===== src/hw/rtl/kernel_ratio_frequency_estimator_macros.svh =====
// Assertion macros shared by the estimator RTL.
`ifndef KERNEL_RATIO_FREQUENCY_ESTIMATOR_MACROS_SVH
`define KERNEL_RATIO_FREQUENCY_ESTIMATOR_MACROS_SVH
`ifndef SYNTHESIS
`define KRFE_ASSERT(lbl, prop) \
  lbl: assert property (@(posedge clk) disable iff (!rst_n) prop) \
    else $error("assertion failed");
`define KRFE_ASSERT_NEXT(lbl, ante, cons) \
  lbl: assert property (@(posedge clk) disable iff (!rst_n) (ante) |=> (cons)) \
    else $error("assertion failed");
`else
`define KRFE_ASSERT(lbl, prop)
`define KRFE_ASSERT_NEXT(lbl, ante, cons)
`endif
`endif


===== src/hw/rtl/krfe_pkg.sv =====
// Types and constants of the kernel ratio frequency estimator.
package krfe_pkg;

  localparam int WIN_MAX_DEF     = 256;
  localparam int SAMPLE_BITS_DEF = 24;
  localparam int COEF_BITS       = 24;
  localparam int ACC_BITS        = 64;
  localparam int EST_BITS        = 32;
  localparam int WLEN_BITS       = 9;
  localparam int CFG_DATA_BITS   = 32;

  localparam logic [WLEN_BITS-1:0]     WIN_LEN_RESET = 9'd256;
  localparam logic [CFG_DATA_BITS-1:0] MIN_DEN_RESET = 32'd1;

  localparam logic CFG_WINDOW_LEN = 1'b0;
  localparam logic CFG_MIN_DEN    = 1'b1;

  localparam logic CMD_SAMPLE = 1'b0;
  localparam logic CMD_LOAD   = 1'b1;

  typedef enum logic [2:0] {
    ST_IDLE,
    ST_MAC,
    ST_DRAIN,
    ST_ROOT,
    ST_DONE
  } state_t;

  typedef enum logic [1:0] {
    PH_IDLE,
    PH_DIV,
    PH_SQRT
  } phase_t;

  typedef struct packed {
    logic clear;
    logic en;
  } mac_ctl_t;

  typedef struct packed {
    logic start;
    logic sat;
  } root_req_t;

endpackage


===== src/hw/rtl/krfe_mac.sv =====
// Dual multiply-accumulate lane for the two kernel correlations.
module krfe_mac #(
  parameter int SAMPLE_BITS = krfe_pkg::SAMPLE_BITS_DEF
) (
  input  logic                                 clk,
  input  logic                                 rst_n,
  input  krfe_pkg::mac_ctl_t                   ctl,
  input  logic signed [SAMPLE_BITS-1:0]        x,
  input  logic signed [krfe_pkg::COEF_BITS-1:0] kp,
  input  logic signed [krfe_pkg::COEF_BITS-1:0] kg,
  output logic [krfe_pkg::ACC_BITS-1:0]        sum1,
  output logic [krfe_pkg::ACC_BITS-1:0]        sum2,
  output logic                                 busy
);

  localparam int PW = SAMPLE_BITS + krfe_pkg::COEF_BITS;

  logic signed [PW-1:0] p1_r, p2_r;
  logic                 prod_v_r;
  logic [krfe_pkg::ACC_BITS-1:0] sum1_r, sum2_r;
  logic signed [krfe_pkg::ACC_BITS-1:0] e1, e2;

  assign e1 = krfe_pkg::ACC_BITS'(p1_r);
  assign e2 = krfe_pkg::ACC_BITS'(p2_r);

  always_ff @(posedge clk) begin
    p1_r <= x * kp;
    p2_r <= x * kg;
  end

  always_ff @(posedge clk) begin
    if (!rst_n || ctl.clear) begin
      prod_v_r <= 1'b0;
      sum1_r   <= '0;
      sum2_r   <= '0;
    end else begin
      prod_v_r <= ctl.en;
      if (prod_v_r) begin
        sum1_r <= sum1_r + e1;
        sum2_r <= sum2_r + e2;
      end
    end
  end

  assign sum1 = sum1_r;
  assign sum2 = sum2_r;
  assign busy = prod_v_r;

endmodule


===== config.mk =====
export PLATFORM = sky130hd
export DESIGN_NAME = krfe_mac
export DESIGN_NICKNAME = d
export VERILOG_FILES = /design/src/hw/rtl/kernel_ratio_frequency_estimator_macros.svh /design/src/hw/rtl/krfe_pkg.sv /design/src/hw/rtl/krfe_mac.sv
export SDC_FILE = /design/constraint.sdc
export NUM_CORES = 2
export LEC_CHECK = 0
export CAP_MARGIN = 20
export CORE_MARGIN = 2
export CORE_UTILIZATION = 61
export DETAILED_ROUTE_END_ITERATION = 6
export DONT_BUFFER_PORTS = 1
export PLACE_DENSITY = 0.8
export SLEW_MARGIN = 25
export SYNTH_ARGS = -nofsm -noshare
export SYNTH_HDL_FRONTEND = slang
export SYNTH_SLANG_ARGS = --single-unit
export TNS_END_PERCENT = 100

===== constraint.sdc =====
create_clock -name clk -period 9.3 [get_ports clk]
set_input_delay 1.86 -clock clk [delete_from_list [all_inputs] [get_ports clk]]
set_output_delay 1.86 -clock clk [all_outputs]
set_load 0.02 [all_outputs]

### After elaboration in Yosys (flattened, before gate mapping)

Index checks and enable logic that the tools add are counted.

| storage, ports and cells | value |
|---|---|
| flip-flop bits (word level) | 225 |
| bits in latches | 0 |
| memory bits (writable) | 0 |
| bits in read-only memories | 0 |
| input bits | 76 |
| output and inout bits | 129 |
| word-level logic and storage cells | 11 |
| memories | 0 |

| cells by class | value |
|---|---|
| add/sub/neg operators | 2 |
| multiply operators | 2 |
| divide/modulo/power cells | 0 |
| order comparisons | 0 |
| equality and inequality tests | 0 |
| shift-type cells | 0 |
| muxes and demuxes | 0 |
| bitwise gates (word level) | 0 |
| reductions and logical operators | 2 |

Operator list:

| cell | number |
|---|---|
| 64-bit adder | 2 |
| 24-bit by 24-bit multiplier with 48-bit output | 2 |
| 1-bit logical NOT | 1 |
| 1-bit logical OR | 1 |

### Depth between registers and ports, before layout

| logic depth | value |
|---|---|
| depth after elaboration | 2 |
| depth in mapped cells | 29 |
| gate-level depth less buffers | 27 |

### Worst setup path after synthesis

OpenSTA, ideal clock, no wires.

| timing path | value |
|---|---|
| path kind | input to register |
| from | input x[23] |
| to | register p2_r[47] |
| data arrival time | 8.812 ns |
| data required time | 9.228 ns |
| setup slack | 0.416 ns |
| cell stages on the path | 24 |
| cell sequence | clkbuf_1 > clkbuf_1 > nand2_1 > inv_1 > fa_1 > fa_1 > inv_1 > fa_1 > inv_1 > fa_1 > fa_1 > fa_1 > fa_1 > ha_1 > clkbuf_1 > a21o_1 > a21o_1 > a21oi_1 > o21ai_0 > a31o_4 > a221o_2 > a211o_1 > a21oi_2 > xnor2_1 |

| on the way | value |
|---|---|
| cells in the longest elaborated chain, start to end | 1 |

RTL lines:

| element | line | RTL |
|---|---|---|
| start, declared | krfe_mac.sv:8 | `input logic signed [SAMPLE_BITS-1:0] x,` |
| 24-bit by 24-bit multiplier with 48-bit output | krfe_mac.sv:28 | `p2_r <= x * kg;` |
| end signal, assigned | krfe_mac.sv:28 |  |
| end, declared | krfe_mac.sv:18 | `logic signed [PW-1:0] p1_r, p2_r;` |

No other way between the ends.
A chain may end at the register's enable or synchronous reset.

### Final worst setup path

| timing path | value |
|---|---|
| from | input kg[0] in the netlist's numbering |
| to | register p2_r[47] |

| on the way | value |
|---|---|
| cells in the longest elaborated chain, start to end | 1 |

RTL lines:

| element | line | RTL |
|---|---|---|
| start, declared | krfe_mac.sv:10 | `input logic signed [krfe_pkg::COEF_BITS-1:0] kg,` |
| 24-bit by 24-bit multiplier with 48-bit output | krfe_mac.sv:28 |  |

No other way between the ends.

==> results by group <==
Final layout
  • Nets: 7578
  • Area occupied by multi-input gates: 45100 sq um
  • Final Core Density: 0.632
  • Fraction of layout cells with a size suffix above 1: 0.0178
  • Area grow syn2layout: 2.61%
  • Ant diodes: 0
  • Fill count: 7304
  • Sequential cell area: 4510 sq um

Detailed routing
  • Drt wl/cell: 20.1 microns
  • Antenna-violating nets left: 0
  • Via/cell ratio: 5.80
  • Post-Route WL: 143000 microns
  • Vias: 41.1k
  • DR iter-0 viols: 3142
  • Drt pass-1 iters: 6
  • Drc violations: 0

STA
  • Final Critical Period: 8.39 ns
  • RSZ-0062 raised after global routing: false
  • Highest clock rate: 119 MHz
  • Worst slew margin: 0.382
  • Clock skew: 0.0415 ns
  • Final setup viols: 0
  • Post-Route Setup TNS: 0 ns
  • Final worst-path cycle share: 0.902
  • Final hold violations: 0
  • Worst-margin pin slew: 0.926 ns
  • Pins over their slew limit: 0

Die
  • Core area: 90100 sq um
  • Starting density of the core: 0.616
  • Die X: 306 microns
  • I/O pins: 205
  • Die H: 306 microns
  • DIE AREA: 93400 sq um
  • Row count: 110

Clock network
  • CTS resizes: 0
  • Post-CTS setup buffers: 0
  • Clock Path Buffers: 3
  • Number of CTS-inserted buffers: 28
  • # hold bufs at CTS: 0
  • Worst-skew pair later-pin latency: 0.60 ns
  • Sink Count: 225
  • CTS tree: yes
  • Root Driver: clkbuf_16
  • H-tree Lvls: 1
  • Clk pin slew, worst setup/hold paths: 0.07 ns

Logic synthesis
  • Post-synth top area cell: fa_1
  • Seq cells post-synth: 225
  • Cell with the most instances after synthesis: inv_1
  • Share of flip-flops with an asynchronous set or reset: 0
  • Synth Area in Simple Gates: 0.154
  • Multiplexer share of the synthesized area: 0.0101
  • Area share of the largest cell type after synthesis: 0.439
  • Syn_nets: 7839
  • Synth cell types: 85
  • Dominant cells by area after synthesis: fa_1, ha_1, inv_1
  • XOR/XNOR Fraction of Synth Area: 0.0344
  • Post-synth EDFFs: 0
  • Synth Cell Area: 55500 sq um
  • Largest family of logic cells by synthesized area: adder cells
  • Yosys warning total: 0
  • Synth Area in Compound Gates: 0.0873
  • Cells after Synth: 6153
  • Main synth FF type: dfxtp_1
  • Avg Inst Size Synth: 9.02 sq um
  • Sequential share of the synthesized area: 0.0812
  • Adder-Cell Fraction of Synth Area: 0.527
  • Synth cell count leaders: inv_1, fa_1, nand2_1

Worst setup path
  • CP max FO: 24
  • R2R setup slack: 5.22 ns
  • Slowest CP cell: fa_1
  • Reg-to-Reg Start: sum2[0]
  • CP Capture Type: flop
  • Most frequent CP cell: fa_1
  • Slowest Stage Delay on Critical Path: 0.74 ns
  • Cell family with most CP delay: adder cells
  • Worst reg-to-reg path cell count: 14
  • Ordered cell list for the critical path: nand2_1 > inv_1 > fa_1 > fa_1 > inv_1 > fa_1 > inv_1 > fa_1 > fa_1 > fa_1 > fa_1 > ha_1 > a21o_1 > a21o_1 > a21oi_1 > o21ai_0 > a31o_4 > a221o_2 > a211o_1 > a21oi_2 > xnor2_1
  • Critical path arrival: 8.85 ns
  • Critical path required time: 9.76 ns
  • Worst Setup Path Type: in -> reg
  • R2r endpoint: sum2[44]
  • CP Launch Type: input port
  • Worst Path Buf+Inv: 3

Global route
  • Vias in the first global route: 44.4k
  • Total Routing Usage GR: 0.313
  • Pin count of the biggest net entering global routing: 64
  • Initial antenna violation count: 1
  • First-pass GRT wire length: 233000 microns
  • Overflow after GRT: 0

Worst hold path
  • Hold EP: sum1[52]
  • Hold Path Class: reg -> reg
  • HP Start: sum1[52]
  • WHS Path Cells: 2

Placement
  • GP Congestion: 0.923
  • DP Wirelength: 114000 microns
  • Buffers on Ports: 0

Outcome
  • Status: finished clean

Flow run
  • Max Cap Violations: 0
[registers in the layout (all words and copies together), names as in the netlist]
name,flops
p2_r,48
sum1,64
p1_r,48
busy,1
sum2,64
[cell usage in the layout (no fill, tap or decap), drive strengths merged, types with 11 or more instances in the layout]
master / instances
a211oi: 23
a21boi: 12
a21o: 128
a21oi: 222
a31oi: 25
and2: 544
and3: 25
and4: 11
clkbuf: 32
dfxtp: 225
fa: 1216
ha: 394
inv: 1260
mux2i: 56
nand2: 718
nand2b: 40
nand3: 45
nand4: 47
nor2: 229
nor2b: 28
nor3: 28
o211ai: 15
o21a: 27
o21ai: 149
o21bai: 42
o31ai: 16
xnor2: 144
xor2: 74
[per-layer routing]
layer | vias to the layer above | share of wire | track usage
li1 | 18200 | - | -
met1 | 20800 | 0.40 | 0.421
met5 | - | 0 | 0
met3 | 315 | 0.095 | 0.0672
met2 | 1764 | 0.47 | 0.511
met4 | 0 | 0.031 | 0.0970
[kinds of logic after synthesis]
kind of cell               count (synthesis)
and+or+nand+nor                         1748
DFF                                      225
adders and majority gates               1610
AOI/OAI and AO/OA                        738
buffers and inverters                   1558
muxes                                     56
xor gates and xnor gates                 218
[worst reg2reg max path, cell delays in order, from the launching register on]
cell and delay (ns):
dfxtp_1 0.47, ha_1 0.24, inv_1 0.06, fa_1 0.38, nor2b_1 0.21, o31a_1 0.23, o21ai_1 0.13, o21ai_1 0.50
a21oi_1 0.24, o31ai_1 0.55, a311oi_1 0.25, o2111ai_1 0.30, a31oi_1 0.13, xor2_1 0.16, o21ai_0 0.08
[cell type report]
cell class	count	share of cell area
timing repair buffer	8	0.00105
clock inverter	19	0.00527
sequential	225	0.0792
multi-input combinational	4370	0.793
clock buffer	32	0.0131
tap	1176	0.0258
inverter	1259	0.0830
[metrics by stage]
| stage | area (sq um) | hold slack [ns] | cells | setup WS, ns |
|---|---|---|---|---|
| after global placement | 55900 | 0.565 | 7038 | 0.506 |
| after global routing | 56900 | 0.613 | 7089 | 0.624 |
| after floorplan | 55500 | 0.539 | 6153 | 0.416 |
| final | 56900 | 0.583 | 7089 | 0.907 |
| after detailed placement | 55900 | 0.575 | 7038 | 0.380 |
| after CTS | 56900 | 0.584 | 7089 | 0.991 |
[how the worst max path moves through the flow]
stage               start        to  slack (ns)  cells past startpoint
CTS                 kg[0]  p2_r[47]        0.99                     21
global route        kg[0]  p2_r[47]        0.62                     21
floorplan           x[23]  p2_r[47]        0.42                     24
global placement    kg[0]  p2_r[47]        0.51                     26
finish              kg[0]  p2_r[47]        0.91                     21
detailed placement  kg[0]  p2_r[47]        0.38                     21
Power is left out: the tool's default activity adds up to more than one toggle a clock period on the data nets, which glitch-free logic cannot reach.
