[src/hw/rtl/kernel_ratio_frequency_estimator_macros.svh]
// Assertion macros shared by the estimator RTL.
`ifndef KERNEL_RATIO_FREQUENCY_ESTIMATOR_MACROS_SVH
`define KERNEL_RATIO_FREQUENCY_ESTIMATOR_MACROS_SVH
`ifndef SYNTHESIS
`define KRFE_ASSERT(lbl, prop) \
  lbl: assert property (@(posedge clk) disable iff (!rst_n) prop) \
    else $error("assertion failed");
`define KRFE_ASSERT_NEXT(lbl, ante, cons) \
  lbl: assert property (@(posedge clk) disable iff (!rst_n) (ante) |=> (cons)) \
    else $error("assertion failed");
`else
`define KRFE_ASSERT(lbl, prop)
`define KRFE_ASSERT_NEXT(lbl, ante, cons)
`endif
`endif

[src/hw/rtl/krfe_pkg.sv]
// Types and constants of the kernel ratio frequency estimator.
package krfe_pkg;

  localparam int WIN_MAX_DEF     = 256;
  localparam int SAMPLE_BITS_DEF = 24;
  localparam int COEF_BITS       = 24;
  localparam int ACC_BITS        = 64;
  localparam int EST_BITS        = 32;
  localparam int WLEN_BITS       = 9;
  localparam int CFG_DATA_BITS   = 32;

  localparam logic [WLEN_BITS-1:0]     WIN_LEN_RESET = 9'd256;
  localparam logic [CFG_DATA_BITS-1:0] MIN_DEN_RESET = 32'd1;

  localparam logic CFG_WINDOW_LEN = 1'b0;
  localparam logic CFG_MIN_DEN    = 1'b1;

  localparam logic CMD_SAMPLE = 1'b0;
  localparam logic CMD_LOAD   = 1'b1;

  typedef enum logic [2:0] {
    ST_IDLE,
    ST_MAC,
    ST_DRAIN,
    ST_ROOT,
    ST_DONE
  } state_t;

  typedef enum logic [1:0] {
    PH_IDLE,
    PH_DIV,
    PH_SQRT
  } phase_t;

  typedef struct packed {
    logic clear;
    logic en;
  } mac_ctl_t;

  typedef struct packed {
    logic start;
    logic sat;
  } root_req_t;

endpackage

[src/hw/rtl/krfe_root.sv]
// Bit-serial Q32.32 ratio divider followed by integer square root on one subtractor.
module krfe_root (
  input  logic                          clk,
  input  logic                          rst_n,
  input  krfe_pkg::root_req_t           req,
  input  logic [krfe_pkg::ACC_BITS-1:0] num,
  input  logic [krfe_pkg::ACC_BITS-1:0] den,
  output logic                          done,
  output logic [krfe_pkg::EST_BITS-1:0] root
);

  localparam int W = krfe_pkg::ACC_BITS;

  krfe_pkg::phase_t phase_r, phase_nxt;
  logic [5:0]   cnt_r, cnt_nxt;
  logic [W-1:0] rem_r, rem_nxt, dvd_r, dvd_nxt, q_r, q_nxt, den_r, den_nxt;
  logic [W-1:0] v_r, v_nxt, res_r, res_nxt, bit_r, bit_nxt;
  logic [W:0]   a_sel, b_sel;
  logic [W+1:0] diff;
  logic         ge;
  logic         done_nxt;

  // The one subtractor serves both the division and the square root steps.
  always_comb begin
    if (phase_r == krfe_pkg::PH_DIV) begin
      a_sel = {rem_r, dvd_r[W-1]};
      b_sel = {1'b0, den_r};
    end else begin
      a_sel = {1'b0, v_r};
      b_sel = {1'b0, res_r + bit_r};
    end
    diff = {1'b0, a_sel} - {1'b0, b_sel};
    ge   = !diff[W+1];
  end

  always_comb begin
    phase_nxt = phase_r;
    cnt_nxt   = cnt_r;
    rem_nxt   = rem_r;
    dvd_nxt   = dvd_r;
    q_nxt     = q_r;
    den_nxt   = den_r;
    v_nxt     = v_r;
    res_nxt   = res_r;
    bit_nxt   = bit_r;
    done_nxt  = 1'b0;
    unique case (phase_r)
      krfe_pkg::PH_IDLE: begin
        if (req.start) begin
          den_nxt = den;
          cnt_nxt = '0;
          res_nxt = '0;
          bit_nxt = W'(1) << (W - 2);
          q_nxt   = '0;
          if (req.sat) begin
            v_nxt     = '1;
            phase_nxt = krfe_pkg::PH_SQRT;
          end else begin
            rem_nxt   = {32'b0, num[W-1:32]};
            dvd_nxt   = {num[31:0], 32'b0};
            phase_nxt = krfe_pkg::PH_DIV;
          end
        end
      end
      krfe_pkg::PH_DIV: begin
        rem_nxt = ge ? diff[W-1:0] : a_sel[W-1:0];
        dvd_nxt = {dvd_r[W-2:0], 1'b0};
        q_nxt   = {q_r[W-2:0], ge};
        cnt_nxt = cnt_r + 6'd1;
        if (cnt_r == 6'd63) begin
          v_nxt     = q_nxt;
          cnt_nxt   = '0;
          phase_nxt = krfe_pkg::PH_SQRT;
        end
      end
      krfe_pkg::PH_SQRT: begin
        if (ge) begin
          v_nxt   = diff[W-1:0];
          res_nxt = (res_r >> 1) + bit_r;
        end else begin
          res_nxt = res_r >> 1;
        end
        bit_nxt = bit_r >> 2;
        cnt_nxt = cnt_r + 6'd1;
        if (cnt_r == 6'd31) begin
          done_nxt  = 1'b1;
          phase_nxt = krfe_pkg::PH_IDLE;
        end
      end
      default: phase_nxt = krfe_pkg::PH_IDLE;
    endcase
  end

  always_ff @(posedge clk) begin
    if (!rst_n) begin
      phase_r <= krfe_pkg::PH_IDLE;
      cnt_r   <= '0;
      done    <= 1'b0;
    end else begin
      phase_r <= phase_nxt;
      cnt_r   <= cnt_nxt;
      done    <= done_nxt;
    end
  end

  always_ff @(posedge clk) begin
    rem_r <= rem_nxt;
    dvd_r <= dvd_nxt;
    q_r   <= q_nxt;
    den_r <= den_nxt;
    v_r   <= v_nxt;
    res_r <= res_nxt;
    bit_r <= bit_nxt;
  end

  assign root = res_r[krfe_pkg::EST_BITS-1:0];

endmodule
[config.mk]
export PLATFORM = sky130hd
export DESIGN_NAME = krfe_root
export DESIGN_NICKNAME = d
export VERILOG_FILES = /design/src/hw/rtl/kernel_ratio_frequency_estimator_macros.svh /design/src/hw/rtl/krfe_pkg.sv /design/src/hw/rtl/krfe_root.sv
export SDC_FILE = /design/constraint.sdc
export NUM_CORES = 1
export LEC_CHECK = 0
export BUFFER_PORTS_ARGS = -buffer_cell sky130_fd_sc_hd__buf_2
export CAP_MARGIN = 25
export CORE_MARGIN = 3
export CORE_UTILIZATION = 25
export DETAILED_ROUTE_END_ITERATION = 7
export GPL_TIMING_DRIVEN = 0
export PLACE_DENSITY = 0.4
export REMOVE_ABC_BUFFERS = 1
export SETUP_SLACK_MARGIN = 0.3
export SLEW_MARGIN = 30
export SYNTH_ARGS = -nofsm -noshare
export SYNTH_HDL_FRONTEND = slang
export SYNTH_SLANG_ARGS = --single-unit
[constraint.sdc]
create_clock -name clk -period 19.3 [get_ports clk]
set_clock_uncertainty 0.2 [all_clocks]
set_input_delay 0.965 -clock clk [delete_from_list [all_inputs] [get_ports clk]]
set_output_delay 0.965 -clock clk [all_outputs]
set_load 0.02 [all_outputs]
== Yosys cells after proc, flatten, opt, wreduce, memory -nomap -nowiden ==
Cells that the tools add are included.
Storage, ports and cells
  input bits: 132
  word-level logic and storage cells: 66
  register bits after elaboration: 456
Cells by class
  add/subtract/negate cells: 4
  equality and inequality tests: 10
  reduce and logical (&&, ||, !) cells: 13
  mux-type cells: 29
Operators with widths (number)
  2-to-1 mux 64 bit: 13
  one-hot mux 64 bit (2 select lines): 4
  one-hot mux 64 bit (3 select lines): 1
  one-hot mux 63 bit (2 select lines): 1
  subtractor 65 x 65 -> 66 bit: 1
  2-to-1 mux 65 bit: 1
  adder 63 x 64 -> 64 bit: 1
  adder 64 bit: 1
  one-hot mux 6 bit (3 select lines): 1
  2-to-1 mux 6 bit: 2
  inequality test 2 bit, second input constant: 5
  AND reduction 2 bit: 5
  2-to-1 mux 2 bit: 4
  adder 6 x 1 -> 6 bit, second input constant: 1
  equality test 6 x 5 -> 1 bit, second input constant: 1
  equality test 6 bit, second input constant: 1
  one-hot mux 2 bit (3 select lines): 1
  AND reduction 3 bit: 2
  AND reduction 5 bit: 1
  nonzero test 2 bit: 2
  nonzero test 3 bit: 1
  equality test 2 x 1 -> 1 bit, second input constant: 1
  equality test 2 bit, second input constant: 1
  zero test 2 bit: 1
  other kinds (3): 3

== Depth between registers and ports, before layout ==
Gate-level depths: netlist of run 1.
  depth after elaboration: 6
  gate-level depth with buffers: 28
  gate-level depth less buffers: 25

== Worst setup path after synthesis of run 1 ==
Ideal clock, no wire load.
  path kind: register to register
  from: register res_r[16]
  to: register v_r[0] (enable)
  cell stages (with the launch flop): 27
  path buffers: 3
  data arrival time: 14.923 ns
  path slack: 3.350 ns
  period minus slack after synthesis: 15.950 ns
  library setup time: 0.827 ns
  required time: 18.273 ns
  cells stage by stage: edfxtp_1 > ha_1 > nand4_1 > nor3_1 > a22o_1 > nor4_1 > o31ai_1 > a21oi_1 > o31ai_1 > a21oi_1 > xor2_1 > nor2_1 > a21oi_1 > ha_1 > clkbuf_1 > and4_1 > and2_1 > nor2b_1 > a31oi_1 > o21ai_0 > a21oi_1 > o21ai_0 > o21ai_2 > and2_4 > buf_6 > buf_6 > a2111oi_0
On the way
  word-level cells in the longest chain between the ends: 5
RTL lines
  start: declaration: RTL line krfe_root.sv:17  | logic [W-1:0] v_r, v_nxt, res_r, res_nxt, bit_r, bit_nxt;
  start signal: assignment: RTL line krfe_root.sv:112  | res_r <= res_nxt;
  adder 64 bit: RTL line krfe_root.sv:30  | b_sel = {1'b0, res_r + bit_r};
  2-to-1 mux 64 bit: RTL line krfe_root.sv:25  | if (phase_r == krfe_pkg::PH_DIV) begin
  subtractor 65 x 65 -> 66 bit: RTL line krfe_root.sv:32  | diff = {1'b0, a_sel} - {1'b0, b_sel};
  inequality test 2 bit (no source line)
  AND reduction 5 bit (no source line)
  end signal: assignment: RTL line krfe_root.sv:111  | v_r <= v_nxt;
  end: declaration: RTL line krfe_root.sv:17
Every way passes these cells.
A chain may end at the register's enable or synchronous reset.

== Worst setup path in the final report of run 1 ==
  from: register res_r[2]
  to: register v_r[44] (enable)
Same word-level chain as after synthesis.

==> results of run 1 <==
flip-flops by register name, summed over array words and instances, names as in the netlist:
| signal | cells |
|---|---|
| den_r | 64 |
| phase_r | 2 |
| q_r | 63 |
| cnt_r | 6 |
| dvd_r | 32 |
| v_r | 64 |
| done | 1 |
| rem_r | 64 |
| bit_r | 32 |
| res_r | 64 |
routing by layer:
| metal | vias to the layer above | routed length (µm) |
|---|---|---|
| met4 | 0 | 1956 |
| met1 | 9687 | 38990 |
| met5 | - | 0 |
| met2 | 474 | 36720 |
| met3 | 97 | 3724 |
| li1 | 9628 | - |
stage by stage:
step,worst slack (ns),instances,area (µm²)
after floorplan,-4.273,2375,24560
after global placement,-26.06,3837,27010
after detailed placement,10.15,3890,28040
after CTS,10.11,3983,29760
after global routing,9.726,3983,29760
final,10.17,3983,29760
worst register-to-register path, delay by kind of cell, from the launching register on:
family / cells / cell delay [ns]
DFF: 1 / 0.50
and+or+nand+nor: 7 / 1.70
AOI/OAI and AO/OA: 13 / 3.99
adders and majority gates: 2 / 0.76
buffers and inverters: 7 / 1.48
xor gates and xnor gates: 1 / 0.19
worst max path at each step:
| stage | slack [ns] | start | endpoint | cells after the start |
|---|---|---|---|---|
| 2_1_floorplan | -4.27 | phase_r[1] | v_r[0] | 16 |
| 3_3_place_gp | -26.06 | phase_r[0] | v_r[40] | 14 |
| 3_5_place_dp | 10.15 | res_r[2] | v_r[40] | 29 |
| 4_1_cts | 10.11 | res_r[2] | v_r[44] | 29 |
| 5_1_grt | 9.73 | res_r[2] | v_r[44] | 30 |
| 6_report | 10.17 | res_r[2] | v_r[44] | 30 |
cell usage after synthesis, types with 20 or more instances:
master	number
a211o_1	57
o21bai_1	24
o21ai_1	34
or3_1	27
nand2_1	281
clkbuf_1	108
and2_1	99
ha_1	135
mux2i_1	20
o21ai_0	128
nor2b_1	31
a21oi_1	208
mux2_2	91
nand3_1	39
nor3_1	25
xnor2_1	89
buf_4	32
nor2_1	194
edfxtp_1	383
inv_1	52
xor2_1	68
a21o_1	21
a31oi_1	93
a211oi_1	22
nand4_1	43
kinds of logic after synthesis:
group                    count (synthesis)  share of synthesized area [%]
buffers and inverters                  210                          3.681
AND/OR/NAND/NOR                        805                          15.07
multiplexers                           112                          4.888
flip-flops                             392                          46.19
AO/OA/AOI/OAI                          718                          17.97
XOR/XNOR                               157                          5.437
adder cells (fa/ha/maj)                136                          6.758
cell type report:
class | instances | area share (%)
clock inverter | 31 | 1.379
multi-input combinational | 1928 | 42.90
timing repair buffer | 217 | 5.860
tap | 1298 | 5.456
inverter | 55 | 0.7356
sequential | 392 | 39.25
clock buffer | 62 | 4.426
==> flow_summary_export.csv, run 1 <==
group,metric,value,unit
synth,yosys_warnings,0,
finish,multiInputGateArea,12770,µm²
setup_path,path_common_cell,"buf_2",
hold_path,whs_endpoint,"cnt_r[1]",
setup_path,reg2reg_to,"v_r[44]",
setup_path,slowest_delay,0.57,ns
synth,syn_inst,2530,
floorplanning,rows,116,
sta,whs,0.2952,ns
synth,syn_area,25290,µm²
global_routing,grt_pass1_wl,122600,µm
global_routing,grt_pass1_vias,19784,
synth,ys.flop_type,"edfxtp_1",
setup_path,worst_r2r_path_depth,30,
cts,ctsHoldBuffers,0,
setup_path,crit_buf_inv,7,
floorplanning,coreArea,100100,µm²
setup_path,required,19.41,ns
drt,dr.pass1.iters,5,
setup_path,setup.worst_path.class,"reg2reg",
cts,ctsHtreeMaxLevel,2,
cts,cts_tree,"done",
cts,root_buffer,"clkbuf_16",
setup_path,slowest_stage,"a2111oi_4",
sta,fmax,0.1095,GHz
finish,final_nets,2913,
global_routing,top_usage_layer,"met2",
setup_path,r2r_start,"res_r[2]",
global_routing,grt_use_met3,2.408,%
synth,synth.top_cell.area_share,45.48,%
sta,setup_viol,0,
synth,avgSynthCellArea,9.996,µm²
global_routing,use_met1,21.10,%
cts,numCtsBuffers,51,
synth,ys_seq_elements,392,
global_routing,grt_use_total,15.14,%
cts,clock-sinks,392,
cts,cts_setup_buffers,0,
drt,drc,0,
sta,setup_tns,0,ns
cts,clockBufferDepth,3,
finish,fin_util,29.72,%
drt,vias_per_cell,4.993,
setup_path,critPathLaunchType,"flop",
setup_path,endpoint_kind,"flop",
cts,path_clk_slew,0.06,ns
floorplanning,start_util,25.25,%
sta,relSlewSlack,47.36,%
job,drv_cap,0,
synth,synth.yosys.seq_area_share,46.19,%
drt,avgRoutedWirePerCell,20.44,µm
finish,diodes,0,
outcome,status,"complete, no violations",
setup_path,critical-path-top-delay-family,"compound AO/OA/AOI/OAI gates",
finish,fillers,10480,
cts,clk_latency,0.63,ns
global_routing,grt_max_degree,59,
sta,fin_crit_sh,47.33,%
finish,final_common_cell,"edfxtp_1",
floorplanning,io_pins,165,
floorplanning,die_height,324.1,µm
placed_design,dp_hpwl,60750,µm
hold_path,hold_path.class,"reg2reg",
synth,async_flop_share,0,%
setup_path,crit_path_max_fanout,22,
finish,regArea,11680,µm²
setup_path,r2r_setup_slack,10.17,ns
drt,vias,19886,
synth,ys_top_cells_by_area,"edfxtp_1, ha_1, nand2_1, a21oi_1, mux2_2",
sta,grt_setup_unrepaired,"false",
placed_design,io_buffers,164,
setup_path,worstPathArrival,9.24,ns
global_routing,met2_usage,24.37,%
placed_design,place_congestion,0.8868,
drt,routed_wl,81400,µm
drt,drt_iter0_drc,1437,
finish,syn2layout_area_growth,17.70,%
global_routing,grt-ovfl-total,0,
sta,hold_violations,0,
finish,drive_above_1_share,15.90,%
sta,finalCriticalPeriod,9.135,ns
synth,synth_edf_count,383,
sta,tightest_slew,0.7772,ns
hold_path,hold_path_depth,2,
synth,synth_cell_type_count,81,
global_routing,antenna_found_initial,1,
floorplanning,dieWidth,324.1,µm
finish,final_cell_mix,"edfxtp_1, nand2_1, a21oi_1",
synth,synth_top_area_cell,"edfxtp_1",
sta,finalMaxSlewViolations,0,
cts,cts-resized-gates,0,
hold_path,hold_start,"cnt_r[1]",
drt,ant_nets,0,
floorplanning,design.die.area,105000,µm²
Power of run 1 is left out: the tool's default activity adds up to more than one toggle a clock period on the data nets, which glitch-free logic cannot reach.
==> run 2: changes to the inputs <==
- PLACE_DENSITY: 0.4 -> 0.41
- clock period: 19.3 -> 8.2 ns (I/O delays scaled with it)
==> run 2 against run 1 <==
  * Sequential cell count did not move
  * Sequential share of layout area fell by 2.2 points
  * Setup slack got worse by 9.5 ns
  * Critical path depth did not move
  * Die area did not move
  * Utilization rose by 1.7 points
  * Register-to-register slack got worse by 9.5 ns
  * Hold slack got worse by 0.24 ns
  * Via count rose by 3.6%
  * First-iteration DRC count rose by 0.21%
  * Non-clock buffer count rose by 162
  * Highest routed layer unchanged
==> flow_summary_export.csv, run 2 (synthesized netlist as in run 1, its figures left out) <==
group,metric,value,unit
sta,finalCriticalPeriod,7.566,ns
setup_path,slowest_delay,0.59,ns
sta,finalMaxSlewViolations,0,
sta,hold_violations,0,
sta,fmax,0.1322,GHz
job,drv_cap,0,
placed_design,placed_cells,3888,
setup_path,cp_num_cells,30,
global_routing,grt-ovfl-total,0,
placed_design,post-place-ws,-1.404,ns
setup_path,critPathLaunchType,"flop",
placed_design,place_area,27990,µm²
drt,vias,20602,
setup_path,worst_r2r_path_depth,30,
global_routing,grt_pass1_wl,125200,µm
drt,vias_per_cell,4.972,
placed_design,place_congestion,0.8903,
sta,fin_crit_sh,92.27,%
drt,routed_wl,82600,µm
sta,worst_slack,0.6341,ns
drt,drc,0,
drt,dr.pass1.iters,8,
setup_path,setup.worst_path.class,"reg2reg",
setup_path,worstPathArrival,7.66,ns
floorplanning,dieWidth,324.1,µm
drt,drt_iter0_drc,1440,
setup_path,r2r_setup_slack,0.63,ns
drt,ant_nets,0,
sta,grt_setup_unrepaired,"true",
cts,root_buffer,"clkbuf_16",
sta,setup_tns,0,ns
floorplanning,die_height,324.1,µm
cts,clk_latency,0.61,ns
placed_design,dp_hpwl,59940,µm
cts,cts_tree,"done",
global_routing,grt_max_degree,61,
setup_path,reg2reg_to,"v_r[37]",
cts,path_clk_slew,0.06,ns
setup_path,r2r_start,"bit_r[14]",
finish,final_cell_mix,"edfxtp_1, nand2_1, a21oi_1",
floorplanning,design.die.area,105000,µm²
floorplanning,io_pins,165,
setup_path,critical-path-top-delay-family,"simple AND/OR/NAND/NOR gates",
cts,clockBufferDepth,3,
finish,syn2layout_area_growth,24.58,%
finish,final_common_cell,"edfxtp_1",
sta,relSlewSlack,42.48,%
drt,avgRoutedWirePerCell,19.93,µm
floorplanning,start_util,25.25,%
setup_path,endpoint_kind,"flop",
setup_path,crit_buf_inv,8,
finish,fin_cells,4144,
cts,clock-sinks,392,
global_routing,grt_use_total,15.38,%
finish,final_nets,3076,
setup_path,required,8.30,ns
placed_design,io_buffers,164,
outcome,status,"complete, no violations",
floorplanning,coreArea,100100,µm²
global_routing,grt_pass1_vias,20671,
global_routing,antenna_found_initial,0,
setup_path,crit_path_max_fanout,6,
setup_path,slowest_stage,"a2111oi_4",
finish,fillers,10361,
finish,finalInstanceArea,31510,µm²
hold_path,hold_path.class,"in2reg",
sta,tightest_slew,0.8494,ns
sta,setup_viol,0,
hold_path,hold_path_depth,4,
cts,numCtsBuffers,51,
hold_path,hold_start,"req[0]",
cts,ctsHtreeMaxLevel,2,
hold_path,whs_endpoint,"phase_r[1]",
finish,drive_above_1_share,17.72,%
floorplanning,rows,116,
-- run 2: worst min-delay path: stages --
cell and delay (ns):
buf_2 0.14, a21oi_1 0.08, nand2_1 0.06, o211a_1 0.14
-- run 2: what timing repair did --
item,in CTS,in global routing
setup buffers,12,23
hold buffers,129,0
pin swaps,7,19
endpoints found under the hold margin,137,0
cloned,1,0
endpoints found under the setup margin,177,64
resized for setup,34,34
-- run 2: how the worst max path moves through the flow --
stage                          start  endpoint  slack, ns
after detailed placement    res_r[2]   v_r[37]      -1.40
after global routing        res_r[4]   v_r[37]       0.28
final                      bit_r[14]   v_r[37]       0.63
after floorplan           phase_r[1]    v_r[0]     -15.37
after CTS                   bit_r[6]   v_r[21]       0.34
after global placement    phase_r[0]   v_r[38]     -36.44
-- run 2: per-layer routing --
metal	up-vias	share of wire, %	GRT usage [%]	wire length, µm
met5	-	0	0	0
met1	10014	48	21.41	39340
met3	120	4.3	1.859	3550
met2	498	45	24.94	37290
met4	0	2.9	4.699	2425
li1	9970	-	-	-
-- run 2: metrics by stage --
stage,hold slack (ns),util (%)
finish,0.05209,31.46
global route,0.06933,31.46
CTS,0.001789,31.15
detailed placement,0.2974,27.95
global placement,0.2758,26.97
floorplan,0.2584,-
-- run 2: area by class of cell --
class | count | area [µm²] | area share (%)
multi-input cells | 1929 | 13050 | 41.41
flip-flops and latches | 392 | 11680 | 37.08
repair buffers | 379 | 3281 | 10.41
well taps | 1298 | 1624 | 5.155
clock buffers | 60 | 1310 | 4.158
clock inverters | 30 | 340.3 | 1.080
inverters | 55 | 219.0 | 0.6950
diodes | 1 | 2.502 | 0.007943
Power of run 2 is left out for the same reason.
==> run 3: changes to the inputs <==
- RECOVER_POWER: unset -> 100
==> run 3 against run 2 <==
  * The flow now finishes with violations (capacitance limit, slew limit)
  * Design area decreased by 1.6%
  * Sequential share of layout area increased by 0.62 points
  * Critical path depth increased by 1
  * Critical path type unchanged
  * Largest cell class unchanged
==> flow_summary_export.csv, run 3 (synthesized netlist as in run 1, its figures left out) <==
group,metric,value,unit
outcome,status,"finished with violations",
outcome,violations,"capacitance limit, slew limit",
global_routing,use_met1,21.41,%
setup_path,r2r_setup_slack,0.52,ns
setup_path,critPathLaunchType,"flop",
floorplanning,design.die.area,105000,µm²
setup_path,r2r_start,"res_r[6]",
finish,finalInstanceArea,30990,µm²
finish,final_common_cell,"edfxtp_1",
hold_path,whs_endpoint,"phase_r[1]",
setup_path,path_common_cell,"a21oi_1",
setup_path,endpoint_kind,"flop",
sta,relSlewSlack,-86.50,%
placed_design,place_congestion,0.8903,
hold_path,hold_path_depth,4,
global_routing,top_usage_layer,"met2",
finish,drive_above_1_share,15.15,%
global_routing,grt_max_degree,61,
global_routing,grt_pass1_wl,125200,µm
drt,vias_per_cell,4.972,
floorplanning,coreArea,100100,µm²
floorplanning,io_pins,165,
setup_path,worst_r2r_path_depth,31,
setup_path,slowest_delay,0.58,ns
sta,setup_viol,0,
floorplanning,die_height,324.1,µm
drt,drt_iter0_drc,1379,
placed_design,io_buffers,164,
hold_path,hold_start,"req[0]",
finish,final_cell_mix,"edfxtp_1, nand2_1, a21oi_1",
global_routing,met2_usage,24.94,%
cts,root_buffer,"clkbuf_16",
setup_path,setup.worst_path.class,"reg2reg",
sta,whs,0.01433,ns
job,drv_cap,7,
drt,ant_nets,0,
global_routing,grt_use_met3,1.859,%
drt,routed_wl,82630,µm
sta,grt_setup_unrepaired,"true",
placed_design,placed_cells,3888,
sta,finalMaxSlewViolations,200,
placed_design,dp_hpwl,59940,µm
global_routing,grt-ovfl-total,0,
sta,fin_crit_sh,93.69,%
global_routing,grt_use_total,15.38,%
global_routing,antenna_found_initial,1,
cts,cts_tree,"done",
sta,finalCriticalPeriod,7.683,ns
drt,avgRoutedWirePerCell,19.94,µm
cts,ctsHtreeMaxLevel,2,
sta,tightest_slew,2.798,ns
placed_design,place_area,27990,µm²
sta,hold_violations,0,
drt,drc,0,
global_routing,grt_pass1_vias,20671,
setup_path,worstPathArrival,7.78,ns
cts,path_clk_slew,0.06,ns
sta,fmax,0.1302,GHz
cts,clockBufferDepth,3,
finish,final_nets,3076,
floorplanning,rows,116,
cts,clock-sinks,392,
hold_path,hold_path.class,"in2reg",
setup_path,required,8.30,ns
cts,clk_latency,0.61,ns
setup_path,slowest_stage,"a2111oi_4",
drt,dr.pass1.iters,5,
finish,fin_cells,4144,
cts,numCtsBuffers,51,
sta,setup_tns,0,ns
drt,vias,20605,
finish,syn2layout_area_growth,22.53,%
setup_path,reg2reg_to,"v_r[41]",
setup_path,crit_path_max_fanout,5,
floorplanning,dieWidth,324.1,µm
floorplanning,start_util,25.25,%
[run 3: cell count changes in the layout (fill, tap and decap cells not counted), moves of 16 or more]
cell / previous run / this run
o21ai_0: 119 / 137
clkbuf_1: 9 / 73
buf_2: 171 / 135
and2_1: 99 / 28
and2_0: 0 / 71
o21ai_1: 32 / 16
[run 3: stage by stage]
step                      worst slack [ns]  utilization (%)
after detailed placement            -1.404            27.95
after global placement              -36.44            26.97
final                               0.5173            30.94
after floorplan                     -15.37                -
after global routing                0.1403            30.94
after CTS                           0.3405            31.15
[run 3: worst max path at each step]
| stage | start | to | cells after the start |
|---|---|---|---|
| after floorplan | phase_r[1] | v_r[0] | 16 |
| after global placement | phase_r[0] | v_r[38] | 14 |
| after detailed placement | res_r[2] | v_r[37] | 29 |
| after CTS | bit_r[6] | v_r[21] | 29 |
| after global routing | res_r[6] | v_r[37] | 31 |
| final | res_r[6] | v_r[41] | 31 |
[run 3: cell type report]
type                       count  area (µm²)
timing repair buffer         379        2833
inverter                      55       216.5
sequential                   392       11680
multi-input combinational   1929       12980
tap                         1298        1624
clock buffer                  60        1310
antenna                        1       2.502
fill                       10432       69160
clock inverter                30       340.3
[run 3: timing repair]
item                                   CTS  global route
buffers inserted                        12            23
gates resized for setup                 34            34
hold buffers                           129             0
endpoints found under the hold margin  137             0
setup endpoints to repair              177            64
pin swaps                                7            19
cloned                                   1             0
[run 3: critical path, delay by kind of cell, from the launching register on]
| family | cells | cell delay, ns |
|---|---|---|
| buffers and inverters | 8 | 1.44 |
| flip-flops | 1 | 0.41 |
| XOR/XNOR | 1 | 0.19 |
| AO/OA/AOI/OAI | 15 | 3.05 |
| adder cells (fa/ha/maj) | 2 | 0.74 |
| AND/OR/NAND/NOR | 5 | 1.32 |
[run 3: per-layer routing]
layer  wire (µm)  part of all wire, %
met3        3526                  4.3
met1       39460                   48
met4        2390                  2.9
met5           0                    0
met2       37260                   45
Power of run 3 is left out for the same reason.
